[src/rtl/core/ric_pkg.sv]
// Random-index context accumulator: shared types, constants and a helper function.
// No dependencies; ric_fifo, ric_front, ric_back and the top level import this package.
`default_nettype none

package ric_pkg;

    // Context store geometry
    localparam int VECTOR_BITS = 8192;
    localparam int POS_W       = $clog2(VECTOR_BITS);
    localparam int NBANK       = 8;
    localparam int BANK_W      = $clog2(NBANK);
    localparam int ROW_W       = POS_W - BANK_W;
    localparam int ROWS        = VECTOR_BITS / NBANK;
    localparam int CTR_W       = 32;

    // Item fields
    localparam int WEIGHT_W    = 5;
    localparam int WORD_W      = 7;
    localparam int HASH_W      = 64;
    localparam int SIGN_W      = 64;
    localparam int BEAT_W      = ROW_W - WORD_W;   // rows per sign word, log2

    // Op queue between front and back
    localparam int Q_DEPTH     = 4;
    localparam int Q_AW        = $clog2(Q_DEPTH);

    // splitmix64
    localparam logic [63:0] GOLDEN  = 64'h9E37_79B9_7F4A_7C15;
    localparam logic [63:0] MIX_ONE = 64'hBF58_476D_1CE4_E5B9;
    localparam logic [63:0] MIX_TWO = 64'h94D0_49BB_1331_11EB;

    typedef enum logic [1:0] {
        ACT_ADD   = 2'd0,
        ACT_READ  = 2'd1,
        ACT_CLEAR = 2'd2
    } t_action;

    typedef enum logic [2:0] {
        OPK_PLUS  = 3'd0,
        OPK_MINUS = 3'd1,
        OPK_READ  = 3'd2,
        OPK_CLEAR = 3'd3,
        OPK_NONE  = 3'd4
    } t_op_kind;

    typedef struct packed {
        t_op_kind              kind;
        logic [WEIGHT_W-1:0]   weight;
        logic [WORD_W-1:0]     word;
        logic                  last;
        logic [POS_W-1:0]      pos;
    } t_op;

    typedef struct packed {
        logic init_done;
    } t_bk_status;

    typedef enum logic [2:0] {
        BK_INIT = 3'd0,
        BK_IDLE = 3'd1,
        BK_UPD  = 3'd2,
        BK_GATH = 3'd3,
        BK_CLR  = 3'd4,
        BK_DONE = 3'd5
    } t_bk_state;

    typedef struct packed {
        logic [CTR_W-1:0] value;
        logic             clamp;
    } t_upd;

    // Saturating counter update by +w or -w
    function automatic t_upd sat_add(input logic [CTR_W-1:0] c, input logic minus,
                                     input logic [WEIGHT_W-1:0] w);
        logic signed [CTR_W:0] d;
        logic signed [CTR_W:0] v;
        t_upd                  r;
        d = $signed({{(CTR_W + 1 - WEIGHT_W){1'b0}}, w});
        if (minus) begin
            d = -d;
        end
        v = $signed({c[CTR_W-1], c}) + d;
        r.clamp = v[CTR_W] ^ v[CTR_W-1];
        if (r.clamp) begin
            r.value = v[CTR_W] ? {1'b1, {(CTR_W-1){1'b0}}} : {1'b0, {(CTR_W-1){1'b1}}};
        end else begin
            r.value = v[CTR_W-1:0];
        end
        return r;
    endfunction

endpackage

`default_nettype wire

[src/rtl/core/ric_fifo.sv]
// Short op queue between the front (position generator) and the back (counter store).
// Depends on ric_pkg.
`default_nettype none

module ric_fifo (
    input  wire logic         i_clk,
    input  wire logic         i_rst_n,
    input  wire logic         i_push,
    input  wire ric_pkg::t_op i_op,
    output logic              o_full,
    input  wire logic         i_pop,
    output ric_pkg::t_op      o_op,
    output logic              o_empty
);
    import ric_pkg::*;

    t_op             r_mem [Q_DEPTH];
    logic [Q_AW-1:0] r_wr;
    logic [Q_AW-1:0] r_rd;
    logic [Q_AW:0]   r_cnt;

    assign o_full  = (r_cnt == (Q_AW+1)'(Q_DEPTH));
    assign o_empty = (r_cnt == '0);
    assign o_op    = r_mem[r_rd];

    always_ff @(posedge i_clk) begin
        if (i_push) begin
            r_mem[r_wr] <= i_op;
        end
    end

    always_ff @(posedge i_clk) begin
        if (!i_rst_n) begin
            r_wr  <= '0;
            r_rd  <= '0;
            r_cnt <= '0;
        end else begin
            if (i_push) begin
                r_wr <= r_wr + Q_AW'(1);
            end
            if (i_pop) begin
                r_rd <= r_rd + Q_AW'(1);
            end
            r_cnt <= r_cnt + (Q_AW+1)'(i_push) - (Q_AW+1)'(i_pop);
        end
    end

    a_no_overflow: assert property (@(posedge i_clk) disable iff (!i_rst_n)
        i_push |-> (!o_full || i_pop))
        else $error("op queue written while full");

    a_no_underflow: assert property (@(posedge i_clk) disable iff (!i_rst_n)
        i_pop |-> !o_empty)
        else $error("op queue read while empty");

endmodule

`default_nettype wire

[config.mk]
export PLATFORM = sky130hd
export DESIGN_NAME = ric_fifo
export DESIGN_NICKNAME = d
export VERILOG_FILES = /design/src/rtl/core/ric_pkg.sv /design/src/rtl/core/ric_fifo.sv
export SDC_FILE = /design/constraint.sdc
export NUM_CORES = 1
export LEC_CHECK = 0
export ABC_CLOCK_PERIOD_IN_PS = 2420
export BUFFER_PORTS_ARGS = -buffer_cell sky130_fd_sc_hd__buf_2
export CORE_ASPECT_RATIO = 0.7
export CORE_MARGIN = 4
export CORE_UTILIZATION = 39
export DETAILED_ROUTE_END_ITERATION = 12
export PLACE_DENSITY_LB_ADDON = 0.12
export SYNTH_ARGS = -nofsm -noshare
export SYNTH_HDL_FRONTEND = slang
export SYNTH_SLANG_ARGS = --single-unit
[constraint.sdc]
create_clock -name i_clk -period 2.42 [get_ports i_clk]
set_input_delay 0.726 -clock i_clk [delete_from_list [all_inputs] [get_ports i_clk]]
set_output_delay 0.726 -clock i_clk [all_outputs]
set_load 0.02 [all_outputs]
==> After elaboration in Yosys (flattened, before gate mapping) <==
Memories as Yosys holds them, arrays and structs flattened. A register that Yosys moved wholly into a read port is not among the register bits.
Cells that the tools add are included.
{ "word_totals": {"regBits": 7, "latchBits": 0, "ram_bits": 116, "romBits": 0, "elab_cells": 14, "n_memories": 1} }
{ "mem_list": {"columns": ["name", "words", "word_bits", "read_ports", "rd_clocked_by_memory_dff", "wr", "line_no", "text"], "rows": [
  ["r_mem", 4, 29, 1, 1, 1, "ric_fifo.sv:17", "t_op r_mem [Q_DEPTH];"]
]} }
{ "op_classes": {"add_sub_neg": 4, "multipliers": 0, "div_mod_pow": 0, "n_lt_le_gt_ge": 0, "eq_ne": 1, "n_shift": 0, "n_mux": 4, "bitwise_logic": 0, "n_reduce_logical": 1} }
{ "ops": {"columns": ["cell", "n"], "rows": [
  ["2-bit by 1-bit adder with 2-bit output, second input constant", 2],
  ["2-bit two-way mux", 2],
  ["3-bit by 1-bit adder with 3-bit output", 1],
  ["3-bit == test, second input constant", 1],
  ["3-bit zero test", 1],
  ["3-bit by 1-bit subtractor with 3-bit output", 1],
  ["1-bit two-way mux", 2]
]} }

==> Depth between registers and ports, before layout <==
Gate-level depths: netlist of the first run.
{ "logic_depth": {"ltp_word": 3, "depth_mapped": 7, "mapped_depth_nobuf": 7} }

==> Worst setup path after synthesis of the first run <==
OpenSTA, ideal clock, no wires.
{ "synth_timing": {"kind": "register -> output", "startpoint": "register (tool-made name)", "endpoint": "output port o_op[15] (netlist bit)", "arrival_time_ps": 1213, "required_time_ps": 1694, "path_slack_ps": 481, "stages_incl_launch_ff": 4, "n_path_buf": 2, "cell_sequence": "dfxtp_1 buf_6 buf_12 mux4_2"} }
{ "synth_lines": {"columns": ["element", "line_no", "text"], "rows": [
  ["end, declared", "ric_fifo.sv:12", "output ric_pkg::t_op o_op,"]
]} }

==> run_results.csv, run 1 <==
group,metric,value,unit
status,outcome,"finished, final reports clean",
sta,tns,0,ns
clock_network,cts_root_buf,"clkbuf_16",
setup_path,crit_chain,"buf_8 > mux4_2 > buf_2",
logic_synthesis,synth-async-reset-ratio,0,
die,core-area,11600,sq um
sta,period_minus_slack,2.41,ns
clock_network,cts_hold_buf,0,
logic_synthesis,synth_common_cells,"116 x edfxtp_1, 28 x mux4_2, 9 x dfxtp_1",
setup_path,critPathKind,"reg2out",
setup_path,reg2reg_to,"r_cnt[2]",
clock_network,path_clk_slew,0.06,ns
layout,final_util,0.502,
setup_path,cp_num_cells,3,
logic_synthesis,synth_top_area_share,0.751,
layout,final_nets,320,
logic_synthesis,synth_edf_count,116,
logic_synthesis,ys.flop_type,"edfxtp_1",
grt,globalRouteTotalUtil,0.125,
logic_synthesis,synth_compound_area_frac,0.00324,
die,pin_count,64,
clock_network,clockBufferDepth,2,
sta,max_slew.worst_pin.slew,0.362,ns
pwr,switching_share,0.224,
routing,dr.pass1.iters,7,
routing,vias,2130,
routing,drc_errors,0,
setup_path,start_kind,"flip-flop",
pwr,p_switching,1220,uW
sta,fmax,0.415,GHz
die,rows,33,
setup_path,r2r_start,"r_cnt[0]",
setup_path,crit_arrival,1.69,ns
pwr,p_clk_frac,0.426,
logic_synthesis,synthSimpleGateAreaFrac,0.0162,
pwr,power_frac_comb,0.111,
sta,relSlewSlack,0.759,
sta,setup-violations-final,0,
routing,drt_iter0_drc,134,
layout,diodes,0,
worst_hold_path,hp-class,"in2reg",
logic_synthesis,netlist.top_cell.by_area,"edfxtp_1",
placed_design,gp_congestion,0.687,
run,max_cap_violations,0,
routing,routed_wl,8.07,mm
setup_path,crit_end,"o_op[10]",
logic_synthesis,synth.area.mux_share,0.144,
placed_design,dp_hpwl,4.85,mm
die,die_area,13700,sq um
pwr,pwr-share-seq,0.463,
logic_synthesis,synth-adder-area-share,0.0205,
setup_path,worstPathMaxFanout,9,
logic_synthesis,synth.distinct_cells,22,
clock_network,clock_sinks,125,
placed_design,place.port_buffers,63,
setup_path,rrSetupSlack,0.84,ns
pwr,p_leak,0.00204,uW
pwr,powerDensity,933,nW/um^2
logic_synthesis,yosysSeqAreaShare,0.790,
grt,grt_pass1_vias,2245,
setup_path,critPathTopFamily,"multiplexers",
routing,drtAntennaViolNets,0,
sta,min_period_over_period,0.997,
logic_synthesis,yosysMostFrequentCell,"edfxtp_1",
routing,viasPerCell,4.73,
setup_path,worstPathRequired,1.69,ns
pwr,ir_drop,567,uV
logic_synthesis,yosysWarnings,0,
clock_network,clk_latency,0.40,ns
logic_synthesis,synth_seq_cells,125,
pwr,p_int,4230,uW
clock_network,htreeDepth,4,
clock_network,cts_buffers,17,
die,die_w,138,um
grt,antenna_found_initial,1,
setup_path,critPathBufInv,2,
clock_network,cts_tree,"done",
sta,maxSlewViolCount,0,
setup_path,critPathMaxStageDelay,0.53,ns
layout,drive_gt1_frac,0.468,
setup_path,cp_slowest_cell,"mux4_2",
logic_synthesis,netlist_area,4640,sq um
setup_path,reg2regPathDepth,7,
logic_synthesis,syn_nets,234,
grt,grt_max_degree,30,
routing,routedWlPerCell,17.9,um
logic_synthesis,ys_top_cells_by_area,"edfxtp_1 75%, mux4_2 14%, dfxtp_1 3.9%",
die,fp.dieH,99.2,um
logic_synthesis,synthCells,194,
setup_path,crit_path_end_kind,"primary output",
logic_synthesis,syn_avg_cell_area,23.9,sq um
clock_network,post-cts-setup-buffers,0,
grt,grt_pass1_wl,12.6,mm
sta,rsz0062_at_grt,"true",
die,start_util,0.398,
sta,clock-skew-final,0.00879,ns
logic_synthesis,synth_xor_xnor_area_share,0.00891,
sta,hold_violations,0,
logic_synthesis,synth_top_family_by_area,"multiplexers",
layout,syn2layout_area_growth,26.1,%
grt,grt_overflow_total,0,
[timing repair]
action	in CTS	in global routing
resized for setup	1	7
cloned	0	1
endpoints found under the setup margin	18	29
[cell usage in the layout (no fill, tap or decap), types with 2 or more instances in the layout]
master | netlist | routed
inv_1 | 7 | 7
clkinvlp_4 | 0 | 4
buf_2 | 2 | 61
and2_2 | 0 | 4
edfxtp_1 | 116 | 116
ha_1 | 6 | 6
clkinv_2 | 0 | 3
xnor2_1 | 2 | 2
and2_1 | 6 | 2
mux4_2 | 28 | 29
buf_12 | 1 | 6
nor2_1 | 5 | 5
buf_6 | 1 | 2
dfxtp_1 | 9 | 8
clkbuf_8 | 0 | 2
clkbuf_16 | 0 | 18
clkinv_4 | 0 | 2
buf_4 | 1 | 2
clkbuf_1 | 1 | 3
[power by group through the flow]
stage          logic [uW]  clock network, uW  registers (uW)
2_1_floorplan         391                  0            2560
3_3_place_gp          600                  0            2560
3_5_place_dp          603                  0            2560
4_1_cts               605               2390            2520
5_1_grt               655               2510            2530
6_report              604               2320            2520
[layout make-up]
class / instances / area [sq um]
Multi-Input combinational cell: 56 / 895
Tap cell: 157 / 196
Inverter: 7 / 26.3
Clock buffer: 22 / 464
Clock inverter: 10 / 92.6
Timing Repair Buffer: 73 / 503
Fill cell: 969 / 5800
Sequential cell: 125 / 3670
[metrics by stage]
stage               instance area [sq um]  setup WS, ns  hold slack [ns]  total power, uW  std cells
global placement                     5240         0.360            0.524             3160        417
CTS                                  5800       -0.0388            0.519             5510        449
global route                         5840       -0.0542            0.527             5690        450
detailed placement                   5240         0.338            0.534             3170        417
finish                               5840       0.00801            0.539             5450        450
floorplan                            4640         0.481            0.499             2950        194
[worst reg2reg max path, stage by stage, from the launching register on]
cell and delay (ns):
dfxtp_1 0.33, inv_1 0.06, ha_1 0.26, inv_1 0.03
ha_1 0.19, fa_1 0.37, xor3_1 0.20, nor2_1 0.04
[sequential cells by signal, summed over array words and instances, names as in the netlist, named ones only]
signal / cells
r_wr: 2
r_mem: 116
r_rd: 2
r_cnt: 3
[layer usage]
metal,vias to the layer above,GRT usage,wire length [um]
li1,974,-,-
met1,1089,0.164,3760
met2,57,0.186,3760
met3,8,0.0567,477
met4,2,0.0433,60
met5,-,0,13
[how the worst min path moves through the flow]
| stage | start | to | slack (ns) | cells past startpoint |
|---|---|---|---|---|
| detailed placement | r_rd[1] | flip-flop | 0.53 | 2 |
| CTS | i_op[17] | r_mem[3][17] | 0.52 | 1 |
| global placement | r_rd[0] | r_rd[1] | 0.52 | 2 |
| floorplan | r_rd[1] | flip-flop | 0.50 | 2 |
| finish | i_op[15] | r_mem[0][15] | 0.54 | 1 |
| global route | i_op[23] | r_mem[2][23] | 0.53 | 1 |
[logic make-up (layout without fill, tap and decap cells)]
family                     Yosys count  count (layout)
DFF                                125             125
muxes                               30              30
xor gates and xnor gates             3               3
buffers and inverters               13             112
AOI/OAI and AO/OA                    2               2
and+or+nand+nor                     14              14
adders and majority gates            7               7
No activity file was read; power rests on OpenSTA's default activity.
==> run 2, diff against run 1 <==
- PLACE_DENSITY: not set -> 0.59
- PLACE_DENSITY_LB_ADDON: 0.12 -> not set
==> run 2 against run 1 <==
First-iteration DRC count rose by 20%. Non-clock buffer count is 1 lower. Utilization rose by 0.93 points. Critical endpoint is now o_op[6]. Wire length grew 3.8%. Combinational power rose by 1%. Critical path depth unchanged.
==> run_results.csv, run 2 (synthesis gave the netlist of run 1 again) <==
group,metric,value,unit
sta,relSlewSlack,0.761,
sta,max_slew.worst_pin.slew,0.359,ns
pwr,power,5970,uW
layout,finalInstanceArea,5950,sq um
sta,period_minus_slack,2.40,ns
die,rows,33,
layout,final_util,0.511,
layout,largest_reg_flops,116,
routing,routedWlPerCell,18.7,um
sta,tns,0,ns
sta,setup-violations-final,0,
routing,vias,2134,
die,fp.dieH,99.2,um
die,die_w,138,um
layout,final_cell_mix,"116 x edfxtp_1, 58 x buf_2, 29 x mux4_2",
clock_network,cts_root_buf,"clkbuf_16",
routing,viasPerCell,4.75,
die,pin_count,64,
grt,grt_overflow_total,0,
setup_path,crit_arrival,1.67,ns
placed_design,post_dp_cell_area,5240,sq um
grt,grt_max_degree,26,
clock_network,htreeDepth,4,
placed_design,place.port_buffers,63,
layout,syn2layout_area_growth,28.4,%
layout,final_common_cell,"edfxtp_1",
sta,hold_violations,0,
layout,top_register,"r_mem",
placed_design,dp_cells,415,
layout,final_nets,319,
clock_network,cts_buffers,17,
status,outcome,"finished, final reports clean",
clock_network,clk_latency,0.40,ns
setup_path,r2r_start,"r_cnt[0]",
clock_network,cts_tree,"done",
routing,drtAntennaViolNets,0,
placed_design,gp_congestion,0.670,
pwr,powerDensity,1000,nW/um^2
routing,drt_iter0_drc,161,
pwr,p_leak,0.00208,uW
setup_path,rrSetupSlack,0.83,ns
worst_hold_path,holdCritStartpoint,"i_op[11]",
die,core-area,11600,sq um
grt,globalRouteTotalUtil,0.131,
layout,drive_gt1_frac,0.473,
clock_network,clockBufferDepth,2,
die,die_area,13700,sq um
routing,drc_errors,0,
layout,diodes,0,
setup_path,reg2reg_to,"r_cnt[2]",
setup_path,reg2regPathDepth,7,
worst_hold_path,whs_endpoint,"r_mem[2][11]",
sta,clock-skew-final,0.00471,ns
grt,antenna_found_initial,0,
setup_path,start_kind,"flip-flop",
die,start_util,0.398,
setup_path,worstPathRequired,1.69,ns
sta,min_period_over_period,0.991,
routing,dr.pass1.iters,4,
worst_hold_path,hp-class,"in2reg",
routing,routed_wl,8.38,mm
run,max_cap_violations,0,
grt,grt_pass1_vias,2347,
layout,layout.cells.non_filler,449,
sta,rsz0062_at_grt,"true",
setup_path,worstPathMaxFanout,12,
clock_network,clock_sinks,125,
layout,top_regs,"r_mem x116, r_cnt x3",
pwr,ir_drop,583,uV
grt,grt_pass1_wl,13.2,mm
sta,fmax,0.417,GHz
setup_path,crit_path_end_kind,"primary output",
sta,maxSlewViolCount,0,
worst_hold_path,hold_depth,1,
setup_path,critPathKind,"reg2out",
placed_design,dp_hpwl,5.19,mm
clock_network,path_clk_slew,0.06,ns
[run 2: layout make-up]
type / instances / area [sq um]
fillers: 963 / 5690
flip-flops and latches: 125 / 3670
multi-input cells: 56 / 895
repair buffers: 72 / 498
clock buffers: 17 / 425
clock inverters: 15 / 244
well taps: 157 / 196
inverters: 7 / 26.3
[run 2: worst max-delay path, stage by stage (launching register included)]
cell,delay (ns)
dfxtp_4,0.39
buf_12,0.17
mux4_2,0.53
buf_2,0.18
[run 2: worst max-delay path by stage]
| stage | startpoint | endpoint | slack, ns | depth (start not counted) |
|---|---|---|---|---|
| floorplan | flip-flop | o_op[15] | 0.48 | 3 |
| global placement | flip-flop | o_op[12] | 0.30 | 3 |
| detailed placement | flip-flop | o_op[12] | 0.29 | 3 |
| CTS | flip-flop | o_op[6] | -0.01 | 3 |
| global route | flip-flop | o_op[6] | -0.05 | 3 |
| finish | flip-flop | o_op[6] | 0.02 | 3 |
[run 2: what timing repair did]
action                                 in CTS  in global routing
endpoints found under the hold margin       0                  0
setup endpoints to repair                  27                 26
buffers inserted                            2                  0
cloned                                      0                  0
hold buffers                                0                  0
gates resized for setup                     2                 10
[run 2: metal layers]
layer | vias up | GRT usage | part of all wire
met2 | 59 | 0.200 | 0.47
met4 | 0 | 0.0569 | 0.010
li1 | 975 | - | -
met3 | 9 | 0.0509 | 0.058
met5 | - | 0 | 0
met1 | 1091 | 0.168 | 0.46
[run 2: through the flow]
stage               setup slack, ns  hold slack (ns)
floorplan                     0.481            0.499
global placement              0.300            0.519
detailed placement            0.293            0.546
CTS                         -0.0115            0.515
global route                -0.0535            0.523
finish                       0.0221            0.532
[run 2: report_power, final]
part / total, uW / internal (uW) / switching [uW]
combinational: 611 / 285 / 326
sequential: 2530 / 2480 / 40.9
clock: 2830 / 1930 / 904
