<file path="src/rtl/core/ric_pkg.sv">
// Random-index context accumulator: shared types, constants and a helper function.
// No dependencies; ric_fifo, ric_front, ric_back and the top level import this package.
`default_nettype none

package ric_pkg;

    // Context store geometry
    localparam int VECTOR_BITS = 8192;
    localparam int POS_W       = $clog2(VECTOR_BITS);
    localparam int NBANK       = 8;
    localparam int BANK_W      = $clog2(NBANK);
    localparam int ROW_W       = POS_W - BANK_W;
    localparam int ROWS        = VECTOR_BITS / NBANK;
    localparam int CTR_W       = 32;

    // Item fields
    localparam int WEIGHT_W    = 5;
    localparam int WORD_W      = 7;
    localparam int HASH_W      = 64;
    localparam int SIGN_W      = 64;
    localparam int BEAT_W      = ROW_W - WORD_W;   // rows per sign word, log2

    // Op queue between front and back
    localparam int Q_DEPTH     = 4;
    localparam int Q_AW        = $clog2(Q_DEPTH);

    // splitmix64
    localparam logic [63:0] GOLDEN  = 64'h9E37_79B9_7F4A_7C15;
    localparam logic [63:0] MIX_ONE = 64'hBF58_476D_1CE4_E5B9;
    localparam logic [63:0] MIX_TWO = 64'h94D0_49BB_1331_11EB;

    typedef enum logic [1:0] {
        ACT_ADD   = 2'd0,
        ACT_READ  = 2'd1,
        ACT_CLEAR = 2'd2
    } t_action;

    typedef enum logic [2:0] {
        OPK_PLUS  = 3'd0,
        OPK_MINUS = 3'd1,
        OPK_READ  = 3'd2,
        OPK_CLEAR = 3'd3,
        OPK_NONE  = 3'd4
    } t_op_kind;

    typedef struct packed {
        t_op_kind              kind;
        logic [WEIGHT_W-1:0]   weight;
        logic [WORD_W-1:0]     word;
        logic                  last;
        logic [POS_W-1:0]      pos;
    } t_op;

    typedef struct packed {
        logic init_done;
    } t_bk_status;

    typedef enum logic [2:0] {
        BK_INIT = 3'd0,
        BK_IDLE = 3'd1,
        BK_UPD  = 3'd2,
        BK_GATH = 3'd3,
        BK_CLR  = 3'd4,
        BK_DONE = 3'd5
    } t_bk_state;

    typedef struct packed {
        logic [CTR_W-1:0] value;
        logic             clamp;
    } t_upd;

    // Saturating counter update by +w or -w
    function automatic t_upd sat_add(input logic [CTR_W-1:0] c, input logic minus,
                                     input logic [WEIGHT_W-1:0] w);
        logic signed [CTR_W:0] d;
        logic signed [CTR_W:0] v;
        t_upd                  r;
        d = $signed({{(CTR_W + 1 - WEIGHT_W){1'b0}}, w});
        if (minus) begin
            d = -d;
        end
        v = $signed({c[CTR_W-1], c}) + d;
        r.clamp = v[CTR_W] ^ v[CTR_W-1];
        if (r.clamp) begin
            r.value = v[CTR_W] ? {1'b1, {(CTR_W-1){1'b0}}} : {1'b0, {(CTR_W-1){1'b1}}};
        end else begin
            r.value = v[CTR_W-1:0];
        end
        return r;
    endfunction

endpackage

`default_nettype wire

</file>
<file path="src/rtl/core/ric_intf.sv">
// Channel interfaces of the random-index context accumulator: item in, result out.
// Valid/ready handshake; a beat moves when both are high. No dependencies.
`default_nettype none

interface ric_in_if;
    logic        valid;
    logic        ready;
    logic [1:0]  action;
    logic [63:0] source_hash;
    logic [4:0]  weight;
    logic [6:0]  word_index;

    modport source (output valid, output action, output source_hash, output weight,
                    output word_index, input ready);
    modport sink   (input valid, input action, input source_hash, input weight,
                    input word_index, output ready);
endinterface


`default_nettype wire

</file>
<file path="src/rtl/core/ric_front.sv">
// Front of the accumulator: takes items, classifies them and runs the splitmix64
// position generator as a five-stage pipeline into the op queue. Depends on ric_pkg, ric_intf.
`default_nettype none

module ric_front #(
    parameter int INDEX_PAIRS = 12
) (
    input  wire logic                i_clk,
    input  wire logic                i_rst_n,
    ric_in_if.sink                   i_in,
    input  wire ric_pkg::t_bk_status i_bk,
    input  wire logic                i_q_full,
    output logic                     o_push,
    output ric_pkg::t_op             o_op
);
    import ric_pkg::*;

    localparam int CNT_W = $clog2(2 * INDEX_PAIRS);
    localparam logic [CNT_W-1:0] CNT_LAST = CNT_W'(2 * INDEX_PAIRS - 1);

    // draw sequencer
    logic                r_busy;
    logic [CNT_W-1:0]    r_cnt;
    logic [63:0]         r_seed;
    logic [WEIGHT_W-1:0] r_weight;
    logic                n_busy;
    logic [CNT_W-1:0]    n_cnt;
    logic [63:0]         n_seed;
    logic [WEIGHT_W-1:0] n_weight;

    // pipeline
    logic        r_v [5];
    t_op         r_op [5];
    logic [63:0] r_z0;
    logic [63:0] r_a_ll;
    logic [31:0] r_a_hl;
    logic [31:0] r_a_lh;
    logic [63:0] r_z1;
    logic [63:0] r_b_ll;
    logic [31:0] r_b_hl;
    logic [31:0] r_b_lh;
    logic [63:0] r_z2;

    logic        w_en;
    logic        w_ready;
    logic        w_accept;
    logic        w_iss_v;
    t_op         w_iss_op;
    logic [63:0] w_iss_z;
    logic [63:0] w_x;
    logic [63:0] w_y;
    logic [63:0] w_fin;

    assign w_en     = !r_v[4] || !i_q_full;
    assign w_ready  = !r_busy && w_en && i_bk.init_done;
    assign w_accept = i_in.valid && w_ready;
    assign i_in.ready = w_ready;

    always_comb begin
        n_busy   = r_busy;
        n_cnt    = r_cnt;
        n_seed   = r_seed;
        n_weight = r_weight;
        w_iss_v  = 1'b0;
        w_iss_op = '0;
        w_iss_z  = r_seed + GOLDEN;
        if (r_busy) begin
            if (w_en) begin
                w_iss_v         = 1'b1;
                w_iss_op.kind   = r_cnt[0] ? OPK_MINUS : OPK_PLUS;
                w_iss_op.weight = r_weight;
                w_iss_op.last   = (r_cnt == CNT_LAST);
                n_seed          = w_iss_z;
                n_cnt           = r_cnt + CNT_W'(1);
                if (r_cnt == CNT_LAST) begin
                    n_busy = 1'b0;
                end
            end
        end else if (w_accept) begin
            w_iss_v = 1'b1;
            unique case (t_action'(i_in.action))
                ACT_ADD: begin
                    w_iss_z         = i_in.source_hash + GOLDEN;
                    w_iss_op.kind   = OPK_PLUS;
                    w_iss_op.weight = i_in.weight;
                    n_seed          = w_iss_z;
                    n_weight        = i_in.weight;
                    n_cnt           = CNT_W'(1);
                    n_busy          = 1'b1;
                end
                ACT_READ: begin
                    w_iss_op.kind = OPK_READ;
                    w_iss_op.word = i_in.word_index;
                    w_iss_op.last = 1'b1;
                end
                ACT_CLEAR: begin
                    w_iss_op.kind = OPK_CLEAR;
                    w_iss_op.last = 1'b1;
                end
                default: begin
                    w_iss_op.kind = OPK_NONE;
                    w_iss_op.last = 1'b1;
                end
            endcase
        end
    end

    always_ff @(posedge i_clk) begin
        if (!i_rst_n) begin
            r_busy <= 1'b0;
            r_cnt  <= '0;
            r_v    <= '{default: 1'b0};
        end else begin
            r_busy <= n_busy;
            r_cnt  <= n_cnt;
            if (w_en) begin
                r_v[0] <= w_iss_v;
                for (int k = 1; k < 5; k++) begin
                    r_v[k] <= r_v[k-1];
                end
            end
        end
    end

    // mix steps; each multiply is three 32x32 partial products, summed a stage later
    assign w_x   = r_z0 ^ (r_z0 >> 30);
    assign w_y   = r_z1 ^ (r_z1 >> 27);
    assign w_fin = r_z2 ^ (r_z2 >> 31);

    always_ff @(posedge i_clk) begin
        r_seed   <= n_seed;
        r_weight <= n_weight;
        if (w_en) begin
            r_op[0] <= w_iss_op;
            for (int k = 1; k < 5; k++) begin
                r_op[k] <= r_op[k-1];
            end
            r_z0   <= w_iss_z;
            r_a_ll <= w_x[31:0] * MIX_ONE[31:0];
            r_a_hl <= w_x[63:32] * MIX_ONE[31:0];
            r_a_lh <= w_x[31:0] * MIX_ONE[63:32];
            r_z1   <= r_a_ll + {r_a_hl + r_a_lh, 32'b0};
            r_b_ll <= w_y[31:0] * MIX_TWO[31:0];
            r_b_hl <= w_y[63:32] * MIX_TWO[31:0];
            r_b_lh <= w_y[31:0] * MIX_TWO[63:32];
            r_z2   <= r_b_ll + {r_b_hl + r_b_lh, 32'b0};
        end
    end

    assign o_push = r_v[4] && !i_q_full;

    always_comb begin
        o_op     = r_op[4];
        o_op.pos = w_fin[POS_W-1:0];
    end

    a_hold_during_init: assert property (@(posedge i_clk) disable iff (!i_rst_n)
        !i_bk.init_done |-> !i_in.ready)
        else $error("item taken while the store is still being cleared");

endmodule

`default_nettype wire

</file>
<file path="src/flat_wrapper.sv">
// flat-port wrapper written by rule: the top's interface ports become plain ports
module ric_front_flat import ric_pkg::*;
#(
    parameter int INDEX_PAIRS = 12
)
  (i_clk, i_rst_n, i_bk, i_q_full, o_push, o_op, i_in_valid, i_in_action, i_in_source_hash, i_in_weight, i_in_word_index, i_in_ready);
  ric_in_if i_in_i ();
  input  wire logic i_clk;
  input  wire logic i_rst_n;
  input  wire ric_pkg::t_bk_status i_bk;
  input  wire logic i_q_full;
  output logic o_push;
  output ric_pkg::t_op o_op;
  input wire logic [$bits(i_in_i.valid)-1:0] i_in_valid;
  input wire logic [$bits(i_in_i.action)-1:0] i_in_action;
  input wire logic [$bits(i_in_i.source_hash)-1:0] i_in_source_hash;
  input wire logic [$bits(i_in_i.weight)-1:0] i_in_weight;
  input wire logic [$bits(i_in_i.word_index)-1:0] i_in_word_index;
  output wire logic [$bits(i_in_i.ready)-1:0] i_in_ready;
  assign i_in_i.valid = i_in_valid;
  assign i_in_i.action = i_in_action;
  assign i_in_i.source_hash = i_in_source_hash;
  assign i_in_i.weight = i_in_weight;
  assign i_in_i.word_index = i_in_word_index;
  assign i_in_ready = i_in_i.ready;
  ric_front #(.INDEX_PAIRS(INDEX_PAIRS)) u_core (.i_clk(i_clk), .i_rst_n(i_rst_n), .i_in(i_in_i), .i_bk(i_bk), .i_q_full(i_q_full), .o_push(o_push), .o_op(o_op));
endmodule
</file>
<file path="config.mk">
export PLATFORM = sky130hd
export DESIGN_NAME = ric_front_flat
export DESIGN_NICKNAME = d
export VERILOG_FILES = /design/src/rtl/core/ric_pkg.sv /design/src/rtl/core/ric_intf.sv /design/src/rtl/core/ric_front.sv /design/src/flat_wrapper.sv
export SDC_FILE = /design/constraint.sdc
export NUM_CORES = 2
export LEC_CHECK = 0
export ABC_AREA = 1
export BUFFER_PORTS_ARGS = -buffer_cell sky130_fd_sc_hd__buf_2
export CELL_PAD_IN_SITES_DETAIL_PLACEMENT = 1
export CELL_PAD_IN_SITES_GLOBAL_PLACEMENT = 1
export CORE_MARGIN = 2
export CORE_UTILIZATION = 40
export DETAILED_ROUTE_END_ITERATION = 16
export GPL_TIMING_DRIVEN = 0
export PLACE_DENSITY = 0.72
export SYNTH_ARGS = -nofsm -noshare
export SYNTH_HDL_FRONTEND = slang
export SYNTH_SLANG_ARGS = --single-unit
export TNS_END_PERCENT = 10
</file>
<file path="constraint.sdc">
create_clock -name i_clk -period 17.2 [get_ports i_clk]
set_input_delay 2.58 -clock i_clk [delete_from_list [all_inputs] [get_ports i_clk]]
set_output_delay 2.58 -clock i_clk [all_outputs]
set_load 0.005 [all_outputs]
</file>
== Word-level counts from Yosys, hierarchy flattened ==
Memory sizes are Yosys's and may differ from the RTL's.
Index checks and enable logic that the tools add are counted.
Operators by class
  add/sub/neg operators: 7
  multipliers: 6
  equality and inequality tests: 4
  mux-type cells: 31
  bitwise logic cells: 4
  reductions and logical operators: 13
Operators with widths (count)
  two-way mux 64 bit: 7
  adder 64 bit, second input constant: 2
  adder 61 x 64 -> 64 bit: 1
  XOR 64 x 34 -> 64 bit: 1
  XOR 64 x 37 -> 64 bit: 1
  multiplier 32 x 29 -> 61 bit, second input constant: 1
  adder 44 bit: 1
  multiplier 32 x 29 -> 44 bit, second input constant: 1
  adder 32 bit: 1
  multiplier 32 x 29 -> 12 bit, second input constant: 1
  multiplier 32 x 29 -> 32 bit, second input constant: 1
  multiplier 32 x 32 -> 12 bit, second input constant: 1
  multiplier 32 x 32 -> 32 bit, second input constant: 1
  two-way mux 5 bit: 5
  two-way mux 16 bit: 1
  two-way mux 8 bit: 2
  two-way mux 7 bit: 2
  two-way mux 1 bit: 13
  XOR 13 bit: 1
  adder 12 bit: 1
  case mux 3 bit (3 select lines): 1
  AND reduction 3 bit: 2
  adder 5 x 1 -> 5 bit, second input constant: 1
  equality test 5 bit, second input constant: 1
  9 further kinds: 15
Storage, ports and cells
  flip-flop bits (word level): 445
  bits in writable memories: 145
  bits of input ports: 83
  output and inout bits: 31
  memories: 1
Memories
  u_core.r_op: words 5, bits a word 29, read ports 5, clocked after memory_dff 0, wr ports 5, line ric_front.sv:33  | t_op r_op [5];

== Logic depth before layout (Yosys ltp) ==
  depth after elaboration: 7
  depth in mapped cells: 33
  mapped depth without buffers: 33

== Worst setup path after synthesis ==
No wires, ideal clock.
  kind: input -> register
  start: input i_q_full
  end: register u_core.r_cnt[3]
  setup time: 122 ps
  data arrival time: 16421 ps
  required time: 17078 ps
  setup slack: 657 ps
  stages: 7
  cells stage by stage: nand2_1 -> clkbuf_1 -> o21ai_2 -> inv_2 -> nand4_1 -> o21ai_1 -> a21oi_1
Between the ends
  cells in the longest elaborated chain, start to end: 7
Ends and longest elaborated chain
  from (decl): line flat_wrapper.sv:11  | input wire logic i_q_full;
  zero test 1 bit *: line ric_front.sv:54  | assign w_en = !r_v[4] || !i_q_full;
  logical OR 1 bit *: line ric_front.sv:54
  named net u_core.w_en: line ric_front.sv:44  | logic w_en;
  logical AND 1 bit (2 in a row): line ric_front.sv:55  | assign w_ready = !r_busy && w_en && i_bk.init_done;
  logical AND 1 bit: line ric_front.sv:56  | assign w_accept = i_in.valid && w_ready;
  nonzero test 2 bit (no source line)
  AND reduction 3 bit (no source line) *
  to (signal assigned): line ric_front.sv:115  | r_cnt <= n_cnt;
  to (decl): line ric_front.sv:23  | logic [CNT_W-1:0] r_cnt;
The timed path passes the listed nets; every way through them passes the cells marked *.
A chain may end at the register's enable or synchronous reset.

== Final worst setup path ==
  start: register u_core.r_z0[37]
  end: register u_core.r_a_lh[31], data pin
Between the ends
  cells in the longest elaborated chain, start to end: 2
Ends and longest elaborated chain
  from (decl): line ric_front.sv:34  | logic [63:0] r_z0;
  from (signal assigned): line ric_front.sv:138  | r_z0 <= w_iss_z;
  XOR 64 x 34 -> 64 bit: line ric_front.sv:126  | assign w_x = r_z0 ^ (r_z0 >> 30);
  multiplier 32 x 32 -> 32 bit: line ric_front.sv:141  | r_a_lh <= w_x[31:0] * MIX_ONE[63:32];
  to (signal assigned): line ric_front.sv:141
  to (decl): line ric_front.sv:37  | logic [31:0] r_a_lh;
No other way between the ends.

==> results by group <==
Synth
  • Proportion of synthesized area in mux cells: 0%
  • Sequential share of the synthesized area: 18.1%
  • Area leader, netlist: fa_1
  • Synth area leaders: fa_1 28%, ha_1 18%, edfxtp_1 18%, inv_1 11%, nand2_1 6.2%
  • #FFs+latches synth: 484
  • Primary FF master, synth: edfxtp_1
  • Post-synth EDFFs: 473
  • Synth Area in Compound Gates: 6.04%
  • Adder-cell share of the synthesized area: 46.1%
  • Post-synthesis cell count: 8,969
  • Area share of the largest cell type after synthesis: 28.2%
  • Mean Syn Cell Area: 8.86 sq um
  • Yosys Warn Count: 0
  • Area of the mapped netlist: 79,500 sq um
  • Post-synthesis simple-gate area fraction: 13.8%
  • Async set or reset register ratio after synthesis: 0%
  • Mapped Nets: 11.3k
  • Xor/xnor share of the synthesized area: 4.45%
  • Unique masters post-synth: 64
  • Main combinational cell family by area after synthesis: adder cells

Clock network
  • Post-CTS setup buffer count: 0
  • CTS clk-pin slew, worst paths: 0.06 ns
  • H-tree Lvls: 2
  • CTS Buffer Depth: 3
  • Hold Buf Count CTS: 0
  • # resized after CTS: 0
  • CTS Buf Count: 57
  • Root Buffer: clkbuf_16
  • Clk sinks: 484
  • CTS tree: done
  • Clock latency on the worst-skew pair: 0.73 ns

Layout
  • Fillers: 23.4k
  • Area grow syn2layout: 7.96%
  • Most frequent cells in the layout: 2,314 x inv_1, 1,308 x nand2_1, 1,138 x ha_1
  • Share of layout cells above drive strength 1: 4.49%
  • Nets: 11.5k
  • Commonest non-fill, non-tap cell in the layout: inv_1

Global routing
  • Tot GR Track Use: 27.9%
  • Global-route wire length before repair: 425,000 um
  • Vias in the first global route: 69.2k
  • Overflow after GRT: 0
  • Antenna violations before repair: 12
  • Largest net degree at the start of global routing: 75

Drt
  • Vias after detailed routing: 62.1k
  • Post-Route WL: 283,000 um
  • DRC: 0
  • Drt initial violations: 3,736
  • Pre-antenna DRT Iters: 5
  • Vias/cell: 5.25
  • Routed Antenna Nets: 0
  • DR WL/cell: 23.9 um

Floorplanning
  • Starting density of the core: 40.3%
  • # IOs: 114
  • Die width: 450 um
  • # rows: 163
  • Die H: 450 um
  • CORE AREA: 197,000 sq um
  • Die Area: 202,000 sq um

Critical path
  • CP delay by family, top: adder cells
  • Slowest CP cell: xor2_1
  • CP bufs+invs: 9
  • CP endpoint kind: flop
  • Worst reg2reg setup slack: 7.47 ns
  • CP Launch Type: flop
  • Most common cell on crit path: inv_1
  • Crit path DAT: 10.08 ns
  • Worst EP required: 17.55 ns
  • Crit Path Category: reg -> reg
  • Critical path peak fanout: 9
  • Crit path largest cell delay: 1.03 ns

STA
  • RSZ-0062 raised after global routing: no
  • Final Skew: 0.107 ns
  • Hold Violations, Final: 0
  • Min setup slack post-route: 7.47 ns
  • Final setup viols: 0
  • Minimum clock period: 9.73 ns
  • Slew HR: 7.91%
  • Max-slew violations: 0
  • Worst Tran Pin Value: 1.38 ns
  • Fmax achieved: 103 MHz
  • Tcrit/Tclk final: 56.5%

Worst hold path
  • Hold crit path type: reg -> reg

Placement
  • Port Buf Inserts: 110
  • Detailed-placement wirelength estimate: 250,000 um
  • Worst slack, placed: 7.65 ns
  • Gpl congestion: 0.996

Status
  • Status: complete, no violations

Job
  • Max Cap Viol: 0
-- state kept, by name (all words and copies together), names as in the netlist --
signal           flops
u_core.r_a_lh       32
u_core.r_z1         64
u_core.r_seed       64
u_core.r_b_lh       12
u_core.r_v           5
u_core.r_weight      5
u_core.r_busy        1
u_core.r_b_ll       23
u_core.r_z0         64
u_core.r_z2         26
u_core.r_b_hl       12
u_core.r_a_hl       32
u_core.r_cnt         5
u_core.r_a_ll       59
u_core.r_op         80
-- worst paths after layout --
path	start	to	depth (start not counted)
setup / recovery	u_core.r_z0[37]$_DFFE_PN_	u_core.r_a_lh[31]$_DFFE_PN_	26
hold / removal	u_core.r_op[0][80]$_DFFE_PN_	u_core.r_op[0][109]$_DFFE_PN_	0
setup reg to reg	u_core.r_z0[37]$_DFFE_PN_	u_core.r_a_lh[31]$_DFFE_PN_	26
hold reg to reg	u_core.r_op[0][80]$_DFFE_PN_	u_core.r_op[0][109]$_DFFE_PN_	0
-- per-stage QoR --
step | setup TNS (ns) | cells | utilization, % | hold WS, ns | instance area [sq um]
global route | 0 | 11800 | 43.5 | 0.421 | 85800
floorplan | 0 | 8969 | - | 0.400 | 79500
finish | 0 | 11800 | 43.5 | 0.400 | 85800
global placement | -1158.49 | 11700 | 42.2 | 0.401 | 83300
detailed placement | 0 | 11700 | 42.4 | 0.405 | 83800
CTS | 0 | 11800 | 43.5 | 0.411 | 85800
-- area by class of cell --
cell class | instances | area [sq um] | area share, %
Antenna cell | 1 | 2.50 | 0.00292
Inverter | 2336 | 8770 | 10.2
Timing Repair Buffer | 128 | 921 | 1.07
Clock buffer | 66 | 1460 | 1.70
Sequential cell | 484 | 14400 | 16.8
Multi-Input combinational cell | 6097 | 56100 | 65.4
Tap cell | 2640 | 3300 | 3.85
Buffer | 52 | 307 | 0.357
Clock inverter | 42 | 527 | 0.614
-- per-layer routing --
| metal | global-route usage, % | wire length [um] | up-vias |
|---|---|---|---|
| li1 | - | - | 28400 |
| met1 | 35.1 | 117000 | 31500 |
| met2 | 47.8 | 136000 | 1675 |
| met3 | 3.42 | 14500 | 534 |
| met4 | 12.9 | 15400 | 6 |
| met5 | 0 | 35 | - |
-- kinds of logic (layout without fill, tap and decap cells) --
kind of cell               Yosys count  count (layout)
DFF                                484             484
adders and majority gates         2257            2257
and+or+nand+nor                   2574            2574
AOI/OAI and AO/OA                  863             863
xor gates and xnor gates           403             403
buffers and inverters             2388            2624
other                                0               1
-- Yosys cell counts, types with 6 or more instances --
cell type and number:
inv_2 20, nand3_1 452, o21ai_1 36, o211ai_1 9, nor4_1 11, nor3_2 6, xor2_1 254, a21oi_1 361
nor2_2 29, nor3_1 66, o21ai_0 277, nand2_1 1308, inv_1 2314, o21bai_1 33, nand4_1 71, or2_2 8
a21boi_0 12, xnor2_1 148, dfxtp_1 11, nand3_2 9, clkbuf_1 12, buf_4 21, nand2_2 27, nor2_1 540
nor2_4 7, edfxtp_1 473, o21ai_2 7, buf_2 16, o21a_1 14, ha_1 1138, a21o_1 43, fa_1 1119
a31oi_1 36, nand3b_1 19
Power is left out: the tool's default activity adds up to more than one toggle a clock period on the data nets, which glitch-free logic cannot reach.
